[src/rtl/tkmm_pkg.sv]
// Package with the shared types and constants of the multichannel top-k tracker.
package tkmm_pkg;

    localparam int VAL_W = 16;
    localparam int SUM_W = 48;
    localparam int FP_W  = 24;
    localparam int QUO_W = 16;

    localparam logic [FP_W-1:0]  FP_RESET  = 24'd2272640;
    localparam logic [VAL_W-1:0] MAX_RESET = 16'h0000;
    localparam logic [VAL_W-1:0] MIN_RESET = 16'hFFFF;
    localparam logic [SUM_W-1:0] SUM_MAX   = 48'hFFFF_FFFF_FFFF;

    localparam logic [1:0] FUNC_ADD   = 2'd0;
    localparam logic [1:0] FUNC_READ  = 2'd1;
    localparam logic [1:0] FUNC_CLEAR = 2'd2;

    typedef enum logic [1:0] {
        ST_IDLE,
        ST_DIV,
        ST_EMIT
    } t_state;

    typedef struct packed {
        logic [VAL_W-1:0] max_val;
        logic [VAL_W-1:0] min_val;
        logic             max_ahead;
        logic             min_ahead;
    } t_link;

    typedef struct packed {
        logic [VAL_W-1:0] max_val;
        logic [VAL_W-1:0] min_val;
    } t_rd;

    localparam t_link LINK_NONE = '{max_val: '0, min_val: '0, max_ahead: 1'b0, min_ahead: 1'b0};

endpackage

[src/rtl/tkmm_cell.sv]
// One rank cell: holds the max and min entries of one rank for every channel.
module tkmm_cell
    import tkmm_pkg::*;
#(
    parameter int CHANNELS = 8,
    localparam int CH_W    = (CHANNELS > 1) ? $clog2(CHANNELS) : 1
) (
    input  logic                  i_clk,
    input  logic                  i_rst_n,
    input  logic                  i_clear,
    input  logic                  i_ins,
    input  logic                  i_load,
    input  logic                  i_shift,
    input  logic [CH_W-1:0]       i_ch,
    input  logic [VAL_W-1:0]      i_sample,
    input  t_link                 i_prev,
    output t_link                 o_link,
    input  t_rd                   i_rd_next,
    output t_rd                   o_rd
);

    logic [VAL_W-1:0] r_max [CHANNELS];
    logic [VAL_W-1:0] r_min [CHANNELS];
    t_rd              r_rd;

    logic [VAL_W-1:0] w_cur_max;
    logic [VAL_W-1:0] w_cur_min;
    logic             w_max_ahead;
    logic             w_min_ahead;
    logic [VAL_W-1:0] n_max;
    logic [VAL_W-1:0] n_min;

    always_comb begin
        w_cur_max   = r_max[i_ch];
        w_cur_min   = r_min[i_ch];
        w_max_ahead = i_sample > w_cur_max;
        w_min_ahead = i_sample < w_cur_min;
        n_max = w_max_ahead ? (i_prev.max_ahead ? i_prev.max_val : i_sample) : w_cur_max;
        n_min = w_min_ahead ? (i_prev.min_ahead ? i_prev.min_val : i_sample) : w_cur_min;
        o_link.max_val   = w_cur_max;
        o_link.min_val   = w_cur_min;
        o_link.max_ahead = w_max_ahead;
        o_link.min_ahead = w_min_ahead;
    end

    always_ff @(posedge i_clk) begin
        if (!i_rst_n || i_clear) begin
            for (int c = 0; c < CHANNELS; c++) begin
                r_max[c] <= MAX_RESET;
                r_min[c] <= MIN_RESET;
            end
        end else if (i_ins) begin
            r_max[i_ch] <= n_max;
            r_min[i_ch] <= n_min;
        end
    end

    always_ff @(posedge i_clk) begin
        if (i_load) begin
            r_rd.max_val <= w_cur_max;
            r_rd.min_val <= w_cur_min;
        end else if (i_shift) begin
            r_rd <= i_rd_next;
        end
    end

    assign o_rd = r_rd;

endmodule

[config.mk]
export PLATFORM = sky130hd
export DESIGN_NAME = tkmm_cell
export DESIGN_NICKNAME = d
export VERILOG_FILES = /design/src/rtl/tkmm_pkg.sv /design/src/rtl/tkmm_cell.sv
export SDC_FILE = /design/constraint.sdc
export NUM_CORES = 1
export LEC_CHECK = 0
export BUFFER_PORTS_ARGS = -buffer_cell sky130_fd_sc_hd__buf_4
export CORE_UTILIZATION = 40
export DETAILED_ROUTE_END_ITERATION = 6
export GPL_TIMING_DRIVEN = 0
export HOLD_SLACK_MARGIN = 0.12
export PLACE_DENSITY = 0.66
export REMOVE_ABC_BUFFERS = 1
export SYNTH_ARGS = -nofsm -noshare
export SYNTH_HDL_FRONTEND = slang
export SYNTH_SLANG_ARGS = --single-unit
[constraint.sdc]
create_clock -name i_clk -period 5.2 [get_ports i_clk]
set_clock_uncertainty 0.15 [all_clocks]
set_input_delay 0.26 -clock i_clk [delete_from_list [all_inputs] [get_ports i_clk]]
set_output_delay 0.26 -clock i_clk [all_outputs]
set_load 0.01 [all_outputs]
==> impl_metrics.py <==
metrics = {
    "route": {
        "firstDrtPassIters": 5,
        "wl_per_cell_um": 24.0,
        "dr.first_iter.drc_count": 990,
        "drt_wl_total_um": 43200,
        "via_count": 10200,
        "remaining_drc_errors": 0,
        "ant_nets": 0,
        "viasPerCell": 5.67,
    },
    "power_and_ir_drop": {
        "ir_worst_vdd_mv": 0.286,
        "p_per_area_nw_per_um2": 322,
        "finalPower_mw": 5.55,
        "leakage_nw": 6.14,
    },
    "yosys": {
        "netlist_instances": 1141,
        "ys_seq_area_share_pct": 61.6,
        "synth_cell_types": 53,
        "synth_area_per_cell_um2": 12.3,
        "ys_warn_count": 0,
        "async_reset_ff_share_pct": 0,
        "synth_edf_count": 288,
        "ys.flop_type": "edfxtp_1",
        "synth_seq_cells": 288,
        "syn_area_um2": 14000,
    },
    "clock_network": {
        "clk_latency_ps": 540,
        "cts_sinks": 288,
        "cts_tree": "yes",
        "clk_pin_slew_ps": 60,
        "numCtsBuffers": 29,
        "ctsLongestPathBuffers": 3,
        "cts-root-buf": "clkbuf_16",
        "htreeDepth": 1,
    },
    "worst_setup_path": {
        "worstReg2RegEnd": "r_min[0][1]",
        "worstPathArrival_ps": 4570,
        "r2r_cells": 11,
        "cp.required_ps": 4790,
        "start_kind": "input pin",
        "rrSetupSlack_ps": 830,
        "worstSetupPathType": "input pin to output pin",
        "end_kind": "output pin",
        "cp_max_fo": 61,
        "r2r_start": "r_min[7][9]",
    },
    "floorplanning": {
        "rows": 68,
        "dieWidth_um": 189,
        "io_pins": 157,
        "coreArea_um2": 34500,
        "dieHeight_um": 189,
        "dieArea_um2": 35900,
        "start_util_pct": 40.7,
    },
    "sta": {
        "setup_viol": 0,
        "grt_setup_unrepaired": "false",
        "fin_ws_ps": 216,
        "relSlewSlack_pct": 1.51,
        "worstMarginPinSlew_ps": 1470,
        "final.setup.tns_ps": 0,
        "finalWorstPathRequiredPeriod_ps": 4980,
        "fin_crit_sh_pct": 95.8,
        "holdWs_ps": 131,
        "hold_viol": 0,
        "fmax_ghz": 0.201,
        "maxSlewViolCount": 0,
    },
    "cells_and_area": {
        "area_growth_pct": 22.9,
        "final_common_cell": "edfxtp_1",
        "final_cell_mix": "edfxtp_1, nor2_1, nand2_1",
        "layout-drive-gt1-share_pct": 25.6,
        "final_nets": 1451,
    },
    "global_routing": {
        "grt_pass1_vias": 10200,
        "antenna_found_initial": 0,
        "grt_max_degree": 94,
        "grt_pass1_wl_um": 63300,
        "gr-total-overflow": 0,
        "grt.total_usage_pct": 24.1,
    },
    "min_path": {
        "hold_depth": 4,
        "hold_end": "r_min[7][1]",
        "min-delay-start": "i_prev[3]",
        "worst_hold_path_type": "input pin to flip-flop",
    },
    "placed_design": {
        "pre_cts_ws_ps": -909,
        "dpl.hpwl_um": 27200,
        "gp_congestion": 0.829,
        "port_buffers": 156,
    },
    "run_status": {
        "status": "finished, final reports clean",
    },
    "flow_run": {
        "cap_violations": 0,
    },
}
## sequential cells by signal (all words and copies together) (netlist names)
signal,cells
r_min,128
r_max,128
o_rd,32
## kinds of logic after synthesis
kind of cell    synth area share, %
compound gates                 8.45
fa+ha+maj                      2.76
buf+inv                        3.39
flops                          61.6
mux                            12.0
simple gates                   11.8
## layer usage
metal  up-vias  share of wire, %  GRT usage (%)
li1       4536                 -              -
met3       118               9.7           4.02
met5         -                 0              0
met4         0               4.7           12.3
met2       596                47           38.8
met1      4983                39           31.3
## worst max-delay path: stages
cell and delay [ps]:
buf_6 230, nor2_1 1190, a221o_1 300, a221oi_1 160, ha_1 420, nand4_1 150
a2111oi_0 600, a21boi_1 220, or3b_2 520, buf_16 250, inv_2 40, buf_4 130
## what timing repair did
action	4_1_cts	5_1_grt
hold buffers	44	0
resized for setup	5	4
pin swaps	0	0
setup buffers	0	4
endpoints found under the setup margin	144	74
hold endpoints to repair	129	0
## worst max-delay path by stage
stage	startpoint	endpoint	slack (ps)
3_3_place_gp	i_ch[2]	r_max[7][4]	-2650
3_5_place_dp	i_ch[2]	r_min[0][1]	-910
5_1_grt	i_ch[0]	o_link[0]	30
2_1_floorplan	i_ch[0]	r_max[0][0]	280
6_report	i_ch[1]	o_link[0]	220
4_1_cts	i_ch[0]	o_link[0]	50
## cell usage after synthesis (6+ instances only)
cell type  count  area (µm²)
mux2_1        13         146
and2_1         8        50.1
o2bb2ai_1      7        61.3
edfxtp_1     288        8650
a221o_1        6        60.1
mux2i_1       46         460
clkbuf_1      43         161
buf_2         11        55.1
mux4_2        10         225
inv_1         18        67.6
ha_1          31         388
mux2_2        36         405
mux2i_2       18         248
a22o_1        15         131
nor2b_1        8        50.1
mux2i_4        9         203
nand4_1        6        37.5
nand2_1      190         713
inv_2         18        67.6
a22oi_1       25         188
o21ai_1        9        45.0
buf_4          7        52.6
nor2_1       195         732
a21oi_1       51         255
o21ai_0        9        45.0
a221oi_1       8        70.1
## metrics by stage
stage / instance area, µm² / util (%) / std cells
floorplan: 13700 / - / 1073
global placement: 15400 / 44.7 / 1684
detailed placement: 15900 / 46.0 / 1705
CTS: 17200 / 49.8 / 1800
global route: 17300 / 49.9 / 1804
finish: 17300 / 50.0 / 1805
## power by group
| part | internal [mW] | switching (mW) | total [mW] |
|---|---|---|---|
| Sequential | 2.64 | 0.0210 | 2.66 |
| Clock | 1.12 | 0.859 | 1.97 |
| Combinational | 0.366 | 0.554 | 0.920 |
| Total | 4.12 | 1.43 | 5.55 |
## area by class of cell
class | instances | area, µm²
sequential | 288 | 8650
antenna | 1 | 2.50
tap | 455 | 569
multi-input combinational | 749 | 4990
clock inverter | 15 | 120
inverter | 36 | 139
fill | 3058 | 17300
timing repair buffer | 225 | 2030
clock buffer | 36 | 752
Note: power is estimated with default switching activity, not from simulation.
