**config.mk**
```make
export PLATFORM = sky130hd
export DESIGN_NAME = tkmm_div
export DESIGN_NICKNAME = d
export VERILOG_FILES = /design/src/rtl/tkmm_pkg.sv /design/src/rtl/tkmm_div.sv
export SDC_FILE = /design/constraint.sdc
export NUM_CORES = 1
export LEC_CHECK = 0
export BUFFER_PORTS_ARGS = -buffer_cell sky130_fd_sc_hd__clkbuf_2
export CAP_MARGIN = 10
export CORE_AREA = 2 2 99 101
export CTS_CLUSTER_SIZE = 28
export DETAILED_ROUTE_END_ITERATION = 6
export DIE_AREA = 0 0 101 103
export PLACE_DENSITY = 0.79
export SLEW_MARGIN = 20
export SYNTH_ARGS = -nofsm -noshare
export SYNTH_HDL_FRONTEND = slang
export SYNTH_SLANG_ARGS = --single-unit
```
**constraint.sdc**
```tcl
create_clock -name i_clk -period 3.2 [get_ports i_clk]
set_clock_uncertainty 0.05 [all_clocks]
set_input_delay 0.32 -clock i_clk [delete_from_list [all_inputs] [get_ports i_clk]]
set_output_delay 0.32 -clock i_clk [all_outputs]
set_load 0.02 [all_outputs]
```
**src/rtl/tkmm_pkg.sv**
```systemverilog
// Package with the shared types and constants of the multichannel top-k tracker.
package tkmm_pkg;

    localparam int VAL_W = 16;
    localparam int SUM_W = 48;
    localparam int FP_W  = 24;
    localparam int QUO_W = 16;

    localparam logic [FP_W-1:0]  FP_RESET  = 24'd2272640;
    localparam logic [VAL_W-1:0] MAX_RESET = 16'h0000;
    localparam logic [VAL_W-1:0] MIN_RESET = 16'hFFFF;
    localparam logic [SUM_W-1:0] SUM_MAX   = 48'hFFFF_FFFF_FFFF;

    localparam logic [1:0] FUNC_ADD   = 2'd0;
    localparam logic [1:0] FUNC_READ  = 2'd1;
    localparam logic [1:0] FUNC_CLEAR = 2'd2;

    typedef enum logic [1:0] {
        ST_IDLE,
        ST_DIV,
        ST_EMIT
    } t_state;

    typedef struct packed {
        logic [VAL_W-1:0] max_val;
        logic [VAL_W-1:0] min_val;
        logic             max_ahead;
        logic             min_ahead;
    } t_link;

    typedef struct packed {
        logic [VAL_W-1:0] max_val;
        logic [VAL_W-1:0] min_val;
    } t_rd;

    localparam t_link LINK_NONE = '{max_val: '0, min_val: '0, max_ahead: 1'b0, min_ahead: 1'b0};

endpackage

```
**src/rtl/tkmm_div.sv**
```systemverilog
// Bit-serial divider that forms the saturated 16-bit mean of a channel sum.
module tkmm_div
    import tkmm_pkg::*;
(
    input  logic              i_clk,
    input  logic              i_rst_n,
    input  logic              i_start,
    input  logic [SUM_W-1:0]  i_sum,
    input  logic [FP_W-1:0]   i_divisor,
    output logic              o_done,
    output logic [QUO_W-1:0]  o_quot
);

    localparam int CNT_W = $clog2(QUO_W + 1);

    logic               r_busy;
    logic               r_done;
    logic [CNT_W-1:0]   r_cnt;
    logic               r_sat;
    logic [FP_W-1:0]    r_rem;
    logic [QUO_W-1:0]   r_low;
    logic [FP_W-1:0]    r_div;

    logic [FP_W:0]      w_trial;
    logic [FP_W:0]      w_diff;
    logic               w_ge;
    logic               w_sat;

    always_comb begin
        w_trial = {r_rem, r_low[QUO_W-1]};
        w_diff  = w_trial - {1'b0, r_div};
        w_ge    = w_trial >= {1'b0, r_div};
        w_sat   = i_sum >= SUM_W'({i_divisor, {QUO_W{1'b0}}});
    end

    always_ff @(posedge i_clk) begin
        if (!i_rst_n) begin
            r_busy <= 1'b0;
            r_done <= 1'b0;
            r_cnt  <= '0;
        end else begin
            r_done <= 1'b0;
            if (i_start) begin
                r_busy <= 1'b1;
                r_cnt  <= CNT_W'(QUO_W);
            end else if (r_busy) begin
                r_cnt <= r_cnt - CNT_W'(1);
                if (r_cnt == CNT_W'(1)) begin
                    r_busy <= 1'b0;
                    r_done <= 1'b1;
                end
            end
        end
    end

    always_ff @(posedge i_clk) begin
        if (i_start) begin
            r_sat <= w_sat;
            r_div <= i_divisor;
            r_rem <= i_sum[QUO_W+FP_W-1:QUO_W];
            r_low <= i_sum[QUO_W-1:0];
        end else if (r_busy) begin
            r_rem <= w_ge ? w_diff[FP_W-1:0] : w_trial[FP_W-1:0];
            r_low <= {r_low[QUO_W-2:0], w_ge};
        end
    end

    assign o_done = r_done;
    assign o_quot = r_sat ? {QUO_W{1'b1}} : r_low;

endmodule
```
==> metrics.csv <==
metric;value;unit
core area;0.00946;mm²
outcome;completed;
P_sw;1.58;mW
FILL cells;779;
period utilisation layout;94.1;%
routability cong.;0.929;
area added between synthesis and finish;15.5;%
Arr. time, crit path;3070;ps
CTS Buf Count;9;
placed cell area;0.00578;mm²
Sw Share;38.4;%
Syn Nets;648;
Tightest Pin Transition;483;ps
first-pass GRT wire length;19.0;mm
Synth warnings;0;
Critical Path Sink Type;register;
hold path start;i_divisor[19];
Worst R2R Setup Slack;190;ps
unrepaired setup endpoints after global routing;no;
PwrDens;687;mW/mm²
Ant. Diodes;0;
fin nets;740;
Setup WS pre-CTS;73.0;ps
VDD IR max;286;µV
GRT Util Overall;23.1;%
asr flop ratio synth;0;%
Hold Path Class;primary input to register;
minimum clock period;3010;ps
full die area;0.0104;mm²
post-synthesis simple-gate area fraction;16.5;%
Seq cells post-synth;72;
multiplexer area fraction after synthesis;3.86;%
final instance area;0.00600;mm²
Die X-Extent;101;µm
grt ovf;0;
drt initial violations;190;
TritonCTS clock tree;done;
Post-synth EDFFs;65;
# setup viols final;0;
CP dominant cell by count;inv_1;
ANT nets after route;0;
drt total wl;11.5;mm
Synth Cell Area;0.00519;mm²
Tot Pwr;4.12;mW
largest net degree at the start of global routing;76;
FF-to-FF End;r_rem[20];
Clock Latency Late Sink;350;ps
reg2reg start;r_low[15];
WP data required;3260;ps
H-tree depth;3;
fmax;332;MHz
setup TNS;0;ps
Synth top area share;37.6;%
Pre-antenna DRT Iters;4;
Compound-Gate Fraction of Synth Area;17.0;%
XOR/XNOR share of the synthesized area;3.88;%
crit path kind;register to register;
min setup slack post-route;188;ps
Synth Flop Type;edfxtp_1;
Netlist cell types;68;
postcts setup bufs;0;
Synth Area in Adders;12.4;%
final non-filler cell total;732;
Clock Power Share;19.1;%
Largest stage delay, worst path;410;ps
Post-DP HPWL;8.88;mm
leakage;2.67;nW
Post-route DRC;0;
CP Cell Sequence;inv_1, ha_1, inv_1, fa_2, a211oi_2, nor2_2, o21ai_4, nand2_4, a221oi_4, nor4bb_1, or3_1, a221o_1;
slowest CP cell;edfxtp_1;
clock buffer depth;2;
largest family of logic cells by synthesized area;compound AO/OA/AOI/OAI gates;
I/O pins;92;
crit path max fanout;4;
Sink Count;72;
vias;4160;
Slew headroom;67.8;%
Worst-path clk slew;80;ps
fin. max-slew vios;0;
largest cells by area after synthesis;edfxtp_1 38%, ha_1 12%, a21oi_1 4.9%;
worst hold stages;1;
WL per Instance;15.7;µm
Starting Density;54.9;%
share of cells above drive strength 1;27.0;%
height of the die;103;µm
antenna violations before repair;0;
MaxCap Viol Count;0;
port bufs;91;
Comb power frac;48.2;%
largest area contributor in the netlist;edfxtp_1;
Clock Root Buffer;clkbuf_8;
final hold violations;0;
post-DR vias/cell;5.68;
syn avg cell area;9.95;µm²
startpoint types;register;
Hold Crit Endpoint;r_div[19];
Seq pwr share;32.7;%
Rows;36;
register area share after synthesis;40.3;%
Synth Instances;522;
vias in the first global route;4246;
placed insts;717;
FF-to-FF path depth;12;
Power Internal;2.54;mW
[logic make-up after synthesis]
logic type | after synthesis
xor+xnor | 23
flops | 72
fa+ha+maj | 51
simple gates | 152
compound gates | 131
mux | 18
buf+inv | 75
[per-stage QoR]
| stage | utilization [%] | hold slack [ps] |
|---|---|---|
| 2_1_floorplan | - | 369 |
| 3_3_place_gp | 61.1 | 430 |
| 3_5_place_dp | 61.1 | 439 |
| 4_1_cts | 63.3 | 95.7 |
| 5_1_grt | 63.4 | 87.9 |
| 6_report | 63.4 | 106 |
[worst max-delay path, delay by kind of cell, from the launching register on]
kind                       cells  cell delay [ps]
DFF                            1              410
buffers and inverters          2              140
adders and majority gates      2              530
and+or+nand+nor                4              630
AOI/OAI and AO/OA              4             1010
[metal layers]
metal	wire length (µm)	part of all wire, %	track usage (%)	vias to the layer above
li1	-	-	-	2077
met1	4850	42	27.3	1961
met2	5830	51	41.4	108
met3	633	5.5	5.42	14
met4	156	1.4	7.90	0
met5	0	0	0	-
[how the worst max path moves through the flow]
stage,cells past startpoint,startpoint,end
after floorplan,12,r_low[15],r_rem[20]
after global placement,12,r_low[15],r_rem[20]
after detailed placement,12,r_low[15],r_rem[20]
after CTS,12,r_low[15],r_rem[20]
after global routing,12,r_low[15],r_rem[20]
final,12,r_low[15],r_rem[20]
[power groups by stage]
| stage | combinational (mW) | sequential, mW | clock [mW] |
|---|---|---|---|
| 6_report | 1.98 | 1.35 | 0.787 |
| 5_1_grt | 2.20 | 1.37 | 0.832 |
| 4_1_cts | 1.97 | 1.35 | 0.796 |
| 3_5_place_dp | 1.96 | 1.37 | 0 |
| 3_3_place_gp | 1.91 | 1.36 | 0 |
| 2_1_floorplan | 1.55 | 1.33 | 0 |
[cells in the mapped netlist, drive strengths merged, types with 3 or more instances]
master  count
a211oi      5
a21o       11
a21oi      53
a221o       5
a31oi       7
and3        4
and4        4
buf        10
clkbuf      9
dfxtp       7
edfxtp     65
ha         50
inv        56
mux2       16
nand2      32
nand3       8
nand3b      3
nand4       7
nor2       26
nor2b      19
nor3        9
nor3b       6
nor4        4
nor4b       3
o211ai      3
o21a        5
o21ai      23
o21bai      3
or2        18
xnor2      11
xor2       12
[layout by cell type, fill, tap and decap left out, types with 8 or more instances in the layout]
cell type and n:
xnor2_1 11, xor2_1 12, nor2b_1 19, clkbuf_2 90, edfxtp_1 65, nor2_1 25, ha_1 50, or2_2 18
clkbuf_8 9, nand3_1 8, a21oi_1 51, nor3_1 9, inv_1 56, nand2_1 30, a21o_1 11, mux2_2 16
o21ai_0 15
[layout make-up]
class                      instances  area, µm²  share of cell area (%)
clock buffer                       9        124                    2.06
inverter                          56        210                    3.50
clock inverter                     6       85.1                    1.42
multi-input combinational        375       2800                    46.6
tap                              114        143                    2.38
timing repair buffer             100        548                    9.13
sequential                        72       2090                    34.9
[state kept, by name (all words and copies together), names as in the netlist]
signal	count
r_sat	1
r_div	24
r_low	16
o_done	1
r_cnt	5
r_rem	24
r_busy	1
[repair_timing]
action | in CTS | in global routing
endpoints found under the setup margin | 0 | 1
hold buffers | 0 | 0
gates resized for setup | 0 | 2
(Power assumes the default switching activity.)
